### config.mk
export PLATFORM = sky130hd
export DESIGN_NAME = bvm_ctrl
export DESIGN_NICKNAME = d
export VERILOG_FILES = /design/src/sv/bvm_pkg.sv /design/src/sv/bvm_ctrl.sv
export VERILOG_INCLUDE_DIRS = /design/src /design/src/sv
export SDC_FILE = /design/constraint.sdc
export NUM_CORES = 1
export LEC_CHECK = 0
export BUFFER_PORTS_ARGS = -buffer_cell sky130_fd_sc_hd__buf_2
export CORE_UTILIZATION = 40
export DETAILED_ROUTE_END_ITERATION = 6
export PLACE_DENSITY = 0.75
export SLEW_MARGIN = 0
export SYNTH_ARGS = -nofsm -noshare
export SYNTH_HDL_FRONTEND = slang
export SYNTH_SLANG_ARGS = --single-unit
### constraint.sdc
create_clock -name clk -period 1.95 [get_ports clk]
set_clock_uncertainty 0.15 [all_clocks]
set_input_delay 0 -clock clk [delete_from_list [all_inputs] [get_ports clk]]
set_output_delay 0 -clock clk [all_outputs]
set_load 0.01 [all_outputs]
### src/sv/assert_macros.svh
// Assertion helpers shared by the RTL modules.
// Both sample on the rising edge of clk and are switched off while arst_n is low.
`ifndef ASSERT_MACROS_SVH
`define ASSERT_MACROS_SVH

// A property that must hold at every clock edge.
`define ASSERT_CLK(lbl, prop, msg) \
	lbl: assert property (@(posedge clk) disable iff (!arst_n) (prop)) else $error(msg);

// A condition that must be followed by another in the next cycle.
`define ASSERT_NEXT(lbl, pre, post, msg) \
	lbl: assert property (@(posedge clk) disable iff (!arst_n) (pre) |=> (post)) else $error(msg);

`endif

### src/sv/bvm_pkg.sv
package bvm_pkg;

	// Fixed geometry of the machine.
	localparam int MEM_BYTES       = 4096;
	localparam int ADDR_W          = 12;
	localparam int STACK_DEPTH_DEF = 16;
	localparam int SCREEN_WIDTH    = 64;
	localparam int SCREEN_HEIGHT   = 32;
	localparam int COL_W           = 6;
	localparam int ROW_W           = 5;

	localparam logic [11:0] PC_START = 12'h200;

	// Item operations.
	typedef enum logic [1:0] {
		OP_LOAD  = 2'd0,
		OP_EXEC  = 2'd1,
		OP_PIXEL = 2'd2,
		OP_NOP   = 2'd3
	} op_t;

	// Instruction major opcodes.
	localparam logic [3:0] OPC_SYS  = 4'h0;
	localparam logic [3:0] OPC_JP   = 4'h1;
	localparam logic [3:0] OPC_CALL = 4'h2;
	localparam logic [3:0] OPC_SEI  = 4'h3;
	localparam logic [3:0] OPC_SNEI = 4'h4;
	localparam logic [3:0] OPC_SER  = 4'h5;
	localparam logic [3:0] OPC_LDI  = 4'h6;
	localparam logic [3:0] OPC_ADDI = 4'h7;
	localparam logic [3:0] OPC_ALU  = 4'h8;
	localparam logic [3:0] OPC_SNER = 4'h9;
	localparam logic [3:0] OPC_LDIX = 4'hA;
	localparam logic [3:0] OPC_JPV0 = 4'hB;
	localparam logic [3:0] OPC_RND  = 4'hC;
	localparam logic [3:0] OPC_DRW  = 4'hD;
	localparam logic [3:0] OPC_KEY  = 4'hE;
	localparam logic [3:0] OPC_MISC = 4'hF;

	localparam logic [11:0] SYS_CLS = 12'h0E0;
	localparam logic [11:0] SYS_RET = 12'h0EE;

	// ALU sub-operations.
	localparam logic [3:0] ALU_MOV  = 4'h0;
	localparam logic [3:0] ALU_OR   = 4'h1;
	localparam logic [3:0] ALU_AND  = 4'h2;
	localparam logic [3:0] ALU_XOR  = 4'h3;
	localparam logic [3:0] ALU_ADD  = 4'h4;
	localparam logic [3:0] ALU_SUB  = 4'h5;
	localparam logic [3:0] ALU_SHR  = 4'h6;
	localparam logic [3:0] ALU_SUBN = 4'h7;
	localparam logic [3:0] ALU_SHL  = 4'hE;

	// Key and miscellaneous sub-operations.
	localparam logic [7:0] KEY_DOWN = 8'h9E;
	localparam logic [7:0] KEY_UP   = 8'hA1;
	localparam logic [7:0] MISC_GDT = 8'h07;
	localparam logic [7:0] MISC_WK  = 8'h0A;
	localparam logic [7:0] MISC_SDT = 8'h15;
	localparam logic [7:0] MISC_SST = 8'h18;
	localparam logic [7:0] MISC_ADI = 8'h1E;
	localparam logic [7:0] MISC_FNT = 8'h29;
	localparam logic [7:0] MISC_BCD = 8'h33;
	localparam logic [7:0] MISC_STR = 8'h55;
	localparam logic [7:0] MISC_LDR = 8'h65;

	// Controller states.
	typedef enum logic [4:0] {
		S_IDLE, S_DISPATCH, S_LOAD, S_PIX0, S_PIX1,
		S_F0, S_F1, S_F2, S_RX, S_RY, S_EXEC, S_FLAG, S_KEY,
		S_DRD, S_DWR, S_B0, S_B1, S_B2, S_SRD, S_SWR, S_LRD, S_LWR, S_DONE
	} state_t;

	// Datapath commands.
	typedef enum logic [4:0] {
		CMD_NONE, CMD_ACCEPT, CMD_LOAD, CMD_PIX_RD, CMD_PIX_GET,
		CMD_FETCH0, CMD_FETCH1, CMD_FETCH2, CMD_RD_X, CMD_RD_Y, CMD_EXEC,
		CMD_FLAG, CMD_KEY, CMD_DRAW_RD, CMD_DRAW_WR, CMD_BCD0, CMD_BCD1,
		CMD_BCD2, CMD_ST_RD, CMD_ST_WR, CMD_LD_RD, CMD_LD_WR
	} cmd_t;

	// Status from the datapath to the controller.
	typedef struct packed {
		op_t  op;
		logic key_wait;
		logic is_draw;
		logic is_flag;
		logic is_bcd;
		logic is_store;
		logic is_load;
		logic draw_end;
		logic loop_last;
	} stat_t;

endpackage

### src/sv/bvm_ctrl.sv
`include "assert_macros.svh"

module bvm_ctrl import bvm_pkg::*; (
	input  logic  clk,
	input  logic  arst_n,
	input  logic  start,
	input  stat_t st,
	output logic  busy,
	output logic  done,
	output cmd_t  cmd
);

	state_t state_q, state_d;

	// State register.
	always_ff @(posedge clk or negedge arst_n) begin
		if (!arst_n) begin
			state_q <= S_IDLE;
		end else begin
			state_q <= state_d;
		end
	end

	// Next-state logic.
	always_comb begin
		state_d = state_q;
		case (state_q)
			S_IDLE: begin
				if (start) state_d = S_DISPATCH;
			end
			S_DISPATCH: begin
				case (st.op)
					OP_LOAD:  state_d = S_LOAD;
					OP_EXEC:  state_d = st.key_wait ? S_KEY : S_F0;
					OP_PIXEL: state_d = S_PIX0;
					default:  state_d = S_DONE;
				endcase
			end
			S_LOAD: state_d = S_DONE;
			S_PIX0: state_d = S_PIX1;
			S_PIX1: state_d = S_DONE;
			S_F0:   state_d = S_F1;
			S_F1:   state_d = S_F2;
			S_F2:   state_d = S_RX;
			S_RX:   state_d = S_RY;
			S_RY:   state_d = S_EXEC;
			S_EXEC: begin
				if (st.is_draw)       state_d = S_DRD;
				else if (st.is_flag)  state_d = S_FLAG;
				else if (st.is_bcd)   state_d = S_B0;
				else if (st.is_store) state_d = S_SRD;
				else if (st.is_load)  state_d = S_LRD;
				else                  state_d = S_DONE;
			end
			S_DRD:  state_d = st.draw_end ? S_FLAG : S_DWR;
			S_DWR:  state_d = S_DRD;
			S_B0:   state_d = S_B1;
			S_B1:   state_d = S_B2;
			S_B2:   state_d = S_DONE;
			S_SRD:  state_d = S_SWR;
			S_SWR:  state_d = st.loop_last ? S_DONE : S_SRD;
			S_LRD:  state_d = S_LWR;
			S_LWR:  state_d = st.loop_last ? S_DONE : S_LRD;
			S_FLAG: state_d = S_DONE;
			S_KEY:  state_d = S_DONE;
			S_DONE: state_d = S_IDLE;
			default: state_d = S_IDLE;
		endcase
	end

	// Output logic: one datapath command per state.
	always_comb begin
		cmd  = CMD_NONE;
		busy = (state_q != S_IDLE);
		done = (state_q == S_DONE);
		case (state_q)
			S_IDLE:  cmd = start ? CMD_ACCEPT : CMD_NONE;
			S_LOAD:  cmd = CMD_LOAD;
			S_PIX0:  cmd = CMD_PIX_RD;
			S_PIX1:  cmd = CMD_PIX_GET;
			S_F0:    cmd = CMD_FETCH0;
			S_F1:    cmd = CMD_FETCH1;
			S_F2:    cmd = CMD_FETCH2;
			S_RX:    cmd = CMD_RD_X;
			S_RY:    cmd = CMD_RD_Y;
			S_EXEC:  cmd = CMD_EXEC;
			S_FLAG:  cmd = CMD_FLAG;
			S_KEY:   cmd = CMD_KEY;
			S_DRD:   cmd = CMD_DRAW_RD;
			S_DWR:   cmd = CMD_DRAW_WR;
			S_B0:    cmd = CMD_BCD0;
			S_B1:    cmd = CMD_BCD1;
			S_B2:    cmd = CMD_BCD2;
			S_SRD:   cmd = CMD_ST_RD;
			S_SWR:   cmd = CMD_ST_WR;
			S_LRD:   cmd = CMD_LD_RD;
			S_LWR:   cmd = CMD_LD_WR;
			default: cmd = CMD_NONE;
		endcase
	end

	`ASSERT_NEXT(a_start_busy, start && !busy, busy, "accepted item did not make the core busy")
	`ASSERT_NEXT(a_done_single, done, !done && !busy, "result strobe longer than one cycle")
	`ASSERT_CLK(a_accept_idle, (cmd == CMD_ACCEPT) == (start && !busy), "accept outside idle")

endmodule

# Word level (Yosys, flattened, before mapping)
# Cells that the tools add are included.
# totals
reg_bits	5
word_cells	44
out_inout_bits	7
inputBits	13
# op_classes
n_reduce_logical	4
mux	14
eq_ne	25
# op_table
op	n
$pmux 5 s21	1
$pmux 5 s18	1
$eq 5x4->1 const B	8
$eq 5x5->1 const B	7
$eq 5x3->1 const B	4
$mux 5	4
$pmux 5 s3	1
$eq 5x2->1 const B	2
$mux 3	3
$eq 5x1->1 const B	1
$logic_not 5->1	1
$reduce_bool 5->1	1
$reduce_or 5->1	1
$mux 2	2
$mux 4	1
$eq 2x1->1 const B	1
$eq 2x2->1 const B	1
$logic_not 2->1	1
$ne 2x2->1 const B	1
$mux 1	1

# Logic depth before layout (Yosys ltp)
# Gate-level depths: netlist (run 1).
# logic_depth
word_depth	6
mapped_depth	6
mapped_depth_nobuf	5

# Least setup slack after synthesis (run 1)
# OpenSTA, ideal clock, no wires.
# synth_timing
kind	register -> register
from	register state_q[0]
to	register state_q[2]
slack_ps	295
setup_time_ps	139
t_arrival_ps	1366
path_stages_with_launch	5
period_less_slack_ps	1655
path_buffers	1
t_required_ps	1661
cell_sequence	dfrtp_1 -> buf_2 -> and2b_4 -> and4_1 -> or4_1
# synth_between
elab_chain_cells	3
elab_cells_between_ends	25
cone_classes	eq/ne (22); mux (1); reduce/logical (2)
# synth_lines
item	line	rtl
start, declared	bvm_ctrl.sv:13	state_t state_q, state_d;
start signal, assigned	bvm_ctrl.sv:20	state_q <= state_d;
$eq 5x4->1, or another cell as far along	bvm_ctrl.sv:27	case (state_q)
$reduce_or 5->1 (no line)	n/a	
$pmux 5 s18	bvm_ctrl.sv:27	
# Parallel ways exist; a longest one is shown, timed or not.
# A chain may end at the register's enable or synchronous reset.

# Worst setup path in the final report (run 1)
# Ends and elaborated chain as after synthesis.

==> results by stage, run 1 <==
Drt:
- The detailed-router iteration count before antenna repair is 6.
- After detailed routing, the average wire length per cell comes to 14.5 µm.
- The post-detailed-route count of antenna-violating nets is 0.
- In this run, the number of DRC markers left after iteration 0 of detailed routing was 42.
- The count of vias placed by the detailed router is 872.
- After detailed routing, the number of remaining DRC violations is 2.
- The per-cell via count in the routed design is 6.14.
- The final wirelength is 2060 µm.

Layout:
- The library cell used most frequently in the layout, excluding fill and tap cells, is sky130_fd_sc_hd__buf_2.
- 0 antenna diodes ended up in the layout.
- The library cells used most frequently in the layout, excluding fill and tap cells, are sky130_fd_sc_hd__buf_2, sky130_fd_sc_hd__buf_4, sky130_fd_sc_hd__o21ai_0, sky130_fd_sc_hd__a21oi_1, sky130_fd_sc_hd__nor2_1.
- The flip-flop count of the largest register after layout is 5.
- state_q holds more flip-flops than any other register.
- At the end of the flow, the number of nets in the layout was 140.
- The post-route netlist has 27.0% of its cells at a drive strength greater than 1.
- In the final layout, the registers with the most flip-flops are state_q x5.
- The final core utilization is 58.2%.
- The synthesis-to-layout area growth is 30.6%.

Critical path:
- The critical path class is flip-flop to flip-flop.
- Along the worst path, the maximum fanout reaches 12.
- STA classifies the critical path startpoint as a flip-flop.
- The library cell contributing the largest single delay on the critical path is sky130_fd_sc_hd__or4_1.
- The signal arrival time at the worst endpoint is 1.80 ns.
- The required time of the critical path is 1.92 ns.
- STA classifies the critical path endpoint as a flip-flop.
- The signal on the critical path passes through and2b_4, and4_1, or4_1.
- The largest stage delay on the critical path is 0.54 ns.

Clocking:
- The clock passes through at most 2 buffers.
- The sink count of the clock tree is 5.
- The clock reaches the later pin of the worst-skew pair after 0.26 ns.
- The count of cells resized by post-cts repair is 0.
- In this run the number of H-tree levels came out at 1.
- TritonCTS built the clock tree.
- The post-CTS clock slew at the launch and capture registers of the worst setup and hold paths is 0.04 ns.
- CTS placed an instance of sky130_fd_sc_hd__clkbuf_4 at the clock tree root.
- The number of buffers added by the clock tree synthesis step is 3.
- The setup fix buffers added after clock tree synthesis is 0.

STA:
- For the finished layout, the period the worst path requires is 1.83 ns.
- The final max-slew violation count came to 0.
- After layout, the worst path uses 93.7% of the clock period.
- Setup repair after global routing left no endpoint under its margin.
- The worst hold-check slack is 0.0316 ns.
- The final hold violation count was 0.
- The achievable frequency is 547 MHz.
- At the pin with the least slew margin, the transition time is 0.480 ns.
- The worst pin sits at a relative slew slack of 67.9%.
- The post-route setup TNS is 0 ns.
- The final count of negative-setup-slack endpoints is 0.

GRT:
- After global routing the overflow that remains totals 0.
- The met3 usage is 6.67%.
- Global routing consumed, over all layers together, 24.8% of the routing resources.
- The initial antenna violation count is 0.
- The first-pass GRT wire length is 3370 µm.
- The via count of the first global-routing pass is 758.
- Entering global routing, the biggest net connects 18 pins.
- The global-route track usage on met2 is 39.7%.
- The most congested layer reported by global routing is met2.
- The met1 capacity usage during global routing is 29.3%.

Floorplanning:
- The die extent in y is 43.7 µm.
- The core outline area is 1560 µm².
- The horizontal extent of the die is 43.7 µm.
- Once the floorplan was initialized, standard cells occupied 44.5% of the core.
- During I/O placement, the number of pins put on the boundary was 20.
- The floorplan has 14 rows.
- The die covers 1910 µm².

Synthesis:
- The distinct cell type count after synthesis is 38.
- sky130_fd_sc_hd__dfrtp_1 takes more of the synthesized area than any other cell.
- The cell count after synthesis is 99.
- The average cell area after synthesis is 7.01 µm².
- The proportion of netlist area held by the largest area contributor is 18.0%.
- The post-synthesis net count is 112.
- The area of the mapped netlist is 694 µm².
- By area the synthesized netlist is led by sky130_fd_sc_hd__dfrtp_1, sky130_fd_sc_hd__a21oi_1, sky130_fd_sc_hd__o21ai_0, sky130_fd_sc_hd__nor2b_1, sky130_fd_sc_hd__buf_2.
- The synthesis warning total is 0.
- The fraction of the yosys area taken by sequential cells is 18.0%.
- The total of flip-flops plus latches after synthesis is 5.

Status:
- The checks that failed: design-rule violations.
- The run finished, with violations left.

Power:
- The total power after layout is 0.00147 W.
- The power density relative to cell area is 1620 nW/µm².
- VDD sags by at most 837 µV.
- In this run the static leakage power is 0.411 nW.

Place:
- Routability-driven placement finished with a final weighted congestion of 0.939.
- The number of port buffers is 19.
- The half-perimeter wire length after detailed placement is 1470 µm.

Min path:
- The class of the tightest hold or removal check is input port to flip-flop.

Run:
- The max-cap violation count is 0.
==> stage by stage <==
stage,std cells,worst slack [ns],instance area [µm²]
after floorplan,99,0.295,694
after detailed placement,133,0.139,831
after global routing,142,0.0462,907
after CTS,142,0.128,907
final,142,0.123,907
after global placement,133,0.182,831
==> path summary, 6_finish.rpt <==
check                            from  slack, ns         end  cells after the start
min                             st[7]       0.03  state_q[3]                      4
min reg2reg                state_q[4]       0.56  state_q[3]                      2
min in group asynchronous      arst_n       0.51  state_q[4]                      3
max in group asynchronous      arst_n       0.94  state_q[0]                      3
max reg2reg                state_q[0]       0.12  state_q[2]                      3
max                        state_q[0]       0.12  state_q[2]                      3
==> metal layers <==
metal / vias to the layer above / wire (µm)
li1: 421 / -
met1: 395 / 838
met2: 50 / 996
met3: 6 / 184
met4: 0 / 43
met5: - / 0
==> cell type report <==
cell class                      count  area [µm²]
Clock buffer                        4        26.3
Tap cell                           16        20.0
Inverter                            4        15.0
Timing Repair Buffer               33         213
Multi-Input combinational cell     80         508
Fill cell                         146         652
Sequential cell                     5         125
==> timing repair <==
item / CTS / global route
endpoints found under the hold margin: 8 / 0
endpoints found under the setup margin: 0 / 0
hold buffers: 5 / 0
==> cells by family after synthesis <==
| logic type | Yosys count | synth area share (%) |
|---|---|---|
| AND/OR/NAND/NOR | 48 | 42.2 |
| AO/OA/AOI/OAI | 30 | 28.1 |
| buffers and inverters | 14 | 8.83 |
| flip-flops | 5 | 18.0 |
| multiplexers | 2 | 2.88 |
==> cell usage after synthesis <==
cell                        number
sky130_fd_sc_hd__o221ai_1        1
sky130_fd_sc_hd__nand4_1         1
sky130_fd_sc_hd__and2_1          2
sky130_fd_sc_hd__buf_2           7
sky130_fd_sc_hd__nor3_1          3
sky130_fd_sc_hd__o21ai_0         8
sky130_fd_sc_hd__dfrtp_1         5
sky130_fd_sc_hd__and3b_1         1
sky130_fd_sc_hd__or2_2           1
sky130_fd_sc_hd__o21a_1          1
sky130_fd_sc_hd__o32a_1          1
sky130_fd_sc_hd__nor3b_1         1
sky130_fd_sc_hd__nand3_1         4
sky130_fd_sc_hd__nand2_1         6
sky130_fd_sc_hd__a32oi_1         3
sky130_fd_sc_hd__and2b_4         1
sky130_fd_sc_hd__a31oi_1         1
sky130_fd_sc_hd__nand4b_1        1
sky130_fd_sc_hd__o211ai_1        1
sky130_fd_sc_hd__mux2i_1         2
sky130_fd_sc_hd__or4_1           2
sky130_fd_sc_hd__a21o_1          2
sky130_fd_sc_hd__a2111oi_0       1
sky130_fd_sc_hd__clkbuf_1        3
sky130_fd_sc_hd__nand3b_1        2
sky130_fd_sc_hd__a211oi_1        1
sky130_fd_sc_hd__nor2_1          7
sky130_fd_sc_hd__o31ai_1         1
sky130_fd_sc_hd__and4b_1         1
sky130_fd_sc_hd__a221o_1         1
sky130_fd_sc_hd__or4b_4          1
sky130_fd_sc_hd__and3_1          1
sky130_fd_sc_hd__nor2b_1         6
sky130_fd_sc_hd__nand2b_1        4
sky130_fd_sc_hd__and4_1          1
sky130_fd_sc_hd__a21oi_1         8
sky130_fd_sc_hd__nor4b_1         2
sky130_fd_sc_hd__inv_1           4
==> critical path: cells and delay by family, from the launching register on <==
| family | cells | cell delay, ns |
|---|---|---|
| and+or+nand+nor | 3 | 1.03 |
| DFF | 1 | 0.51 |
==> power by group <==
group | leakage (nW) | switching (W) | total (W) | internal [W]
Combinational | 0.335 | 0.000564 | 0.00108 | 0.000514
Clock | 0.0150 | 0.0000501 | 0.000128 | 0.0000778
Sequential | 0.0606 | 0.000105 | 0.000262 | 0.000158
Total | 0.411 | 0.000718 | 0.00147 | 0.000750
No activity file was read; power rests on OpenSTA's default activity.
==> run 2: changes to the inputs <==
- CTS_BUF_LIST: default -> sky130_fd_sc_hd__clkbuf_8
==> run 2 against run 1 <==
Against the previous run: the flow still finishes with violations (design-rule violations); via count is 2.1% lower; critical endpoint unchanged; highest routed layer is now met3; first-iteration DRC count is 4.8% lower; flip-flop and latch count stayed put; clock power is 46% higher; critical path type unchanged; worst hold slack worse by 0.011 ns; register-to-register slack hardly changed; non-clock buffer count is 1 lower; fmax is 0.33% higher.
==> results by stage, run 2 (synthesized netlist as in run 1, its figures left out) <==
Status:
- The flow ran to the end, but the final reports show violations.
- The final reports fail on design-rule violations.

Drt:
- The post-detailed-route DRC marker count is 2.
- In this run, the number of DRC markers left after iteration 0 of detailed routing was 40.
- The wire length per cell after detailed routing is 14.3 µm.
- The detailed router put a total of 902 µm of wire on met1.
- Detailed routing inserted a total of 854 vias.
- In this run the remaining antenna-violating nets after routing total 0.
- The detailed-router iteration count before antenna repair is 6.
- Summed over all layers, the routed wires come to 2010 µm.
- The met3 wirelength from detailed routing is 142 µm.
- In the routed layout, each cell is associated on average with a via count of 6.06.
- Signal routing reaches up to met3.
- Wire segments on met2 add up to 968 µm in the final route.

Place:
- The half-perimeter wire length after detailed placement is 1470 µm.
- The number of instances in the placed design is 133.
- The global placement routability congestion is 0.939.
- The number of port buffers is 19.

Layout:
- The synthesis-to-layout area growth is 31.9%.
- The post-route netlist has 27.2% of its cells at a drive strength greater than 1.
- The top cell types in the final layout, fill and taps aside, are sky130_fd_sc_hd__buf_2, sky130_fd_sc_hd__buf_4, sky130_fd_sc_hd__o21ai_0, sky130_fd_sc_hd__a21oi_1, sky130_fd_sc_hd__nor2_1.
- The flip-flop count of the largest register after layout is 5.
- The filler cells instantiated in the layout total 147.
- The commonest non-fill, non-tap cell in the layout is sky130_fd_sc_hd__buf_2.
- The final layout contains 139 nets.
- Leaving out filler cells and counting taps, the final layout contains 141.
- The largest registers in the layout are state_q x5.
- 0 antenna diodes ended up in the layout.
- For this run, the share of the core covered by cells in the final layout is 58.7%.
- The register name with the most flops is state_q.

Floorplanning:
- The die covers 1910 µm².
- The core region is 1560 µm².
- The die is 43.7 µm wide.
- The initial core utilization is 44.5%.
- The die extent in y is 43.7 µm.
- After floorplanning, the core was divided into 14 placement rows.
- In this run the count of I/O pins placed on the die edge is 20.

GRT:
- The via count of the first global-routing pass came to 774.
- Entering global routing, the biggest net connects 18 pins.
- The first-pass GRT wire length is 3220 µm.
- The overall fraction of global-route tracks in use is 22.5%.
- The initial antenna violation count is 0.
- For this run the aggregate overflow at the end of global routing stands at 0.

Clocking:
- The buffer type at the clock tree root is sky130_fd_sc_hd__clkbuf_8.
- For this design, the sink count on the clock tree is 5.
- In this run, post-CTS repair resized a total of 0 instances.
- CTS built an H-tree with a depth of 1.
- TritonCTS built the clock tree.
- The post-CTS clock slew at the launch and capture registers of the worst setup and hold paths is 0.03 ns.
- The clock latency on the worst-skew pair is 0.22 ns.
- The number of hold buffers added after CTS was 4.
- The maximum clock path buffer count is 2.
- In this run the post-CTS setup repair buffer count came out at 0.
- The number of buffers added by the clock tree synthesis step is 3.

STA:
- Headroom to the max-slew limit came out at 65.8%.
- The post-route setup TNS is 0 ns.
- The final hold violation count is 0.
- The final max-slew violation count is 0.
- Setup repair after global routing left no endpoint under its margin.
- The final count of negative-setup-slack endpoints is 0.
- For the pin with the worst max-slew slack, the measured transition is 0.511 ns.
- The achievable frequency is 549 MHz.
- After layout, the minimum clock period comes to 1.82 ns.
- The part of the cycle the worst path needs is 93.4%.
- On the final layout, the worst hold slack is 0.0208 ns.

Min path:
- The class of the tightest hold or removal check is input port to flip-flop.
- The hold path startpoint is st[6].
- For hold timing, the worst endpoint is state_q[2].
- The number of instances on the worst hold path is 4.

Run:
- The max-cap violation count is 0.

Power:
- The leakage power is 0.419 nW.
- The power density relative to cell area is 1660 nW/µm².
- VDD sags by at most 959 µV.
- The total power after layout is 0.00152 W.

Critical path:
- Counting cells, the worst reg-to-reg path comes to 3.
- Data on the critical path is required at its endpoint by 1.88 ns.
- The critical path startpoint category is a flip-flop.
- The end of the worst register-to-register path is state_q[2].
- Data arrives at the worst endpoint at 1.75 ns.
- STA classifies the critical path endpoint as a flip-flop.
- Setup slack on the worst reg-to-reg path comes out at 0.13 ns.
- The setup path with the least slack is of type flip-flop to flip-flop.
- The top fanout value on the critical path is 12.
- The worst register-to-register path begins at state_q[0].
run 2: area by class of cell:
cell class	instances	area, µm²	share of cell area (%)
Clock inverter	1	3.75	0.410
Sequential cell	5	125	13.7
Multi-Input combinational cell	80	508	55.5
Inverter	4	15.0	1.64
Tap cell	16	20.0	2.19
Timing Repair Buffer	32	203	22.1
Clock buffer	3	41.3	4.51
run 2: per-stage QoR:
stage	worst slack [ns]	area (µm²)
after global placement	0.182	831
after floorplan	0.295	694
after CTS	0.129	916
final	0.129	916
after detailed placement	0.139	831
after global routing	0.0513	916
run 2: metal layers:
layer  global-route usage (%)  up-vias
met5                        0        -
met3                     6.67        0
met2                     36.7       41
met4                     7.50        0
li1                         -      420
met1                     28.2      393
run 2: worst max-delay path by stage:
| stage | from | end | slack, ns | cells after the start |
|---|---|---|---|---|
| floorplan | state_q[0] | state_q[2] | 0.30 | 4 |
| global placement | state_q[0] | state_q[2] | 0.18 | 3 |
| detailed placement | state_q[0] | state_q[2] | 0.14 | 3 |
| CTS | state_q[0] | state_q[2] | 0.13 | 3 |
| global route | state_q[1] | state_q[2] | 0.05 | 5 |
| finish | state_q[0] | state_q[2] | 0.13 | 3 |
run 2: power by group:
group	internal [W]	total, W	switching [W]
clock	0.000135	0.000187	0.0000518
combinational	0.000513	0.00107	0.000557
sequential	0.000158	0.000263	0.000105
total	0.000806	0.00152	0.000714
run 2: worst max-delay path, stage by stage, from the launching register on:
cell                      delay [ns]
sky130_fd_sc_hd__dfrtp_1        0.50
sky130_fd_sc_hd__and2b_4        0.26
sky130_fd_sc_hd__and4_1         0.23
sky130_fd_sc_hd__or4_1          0.53
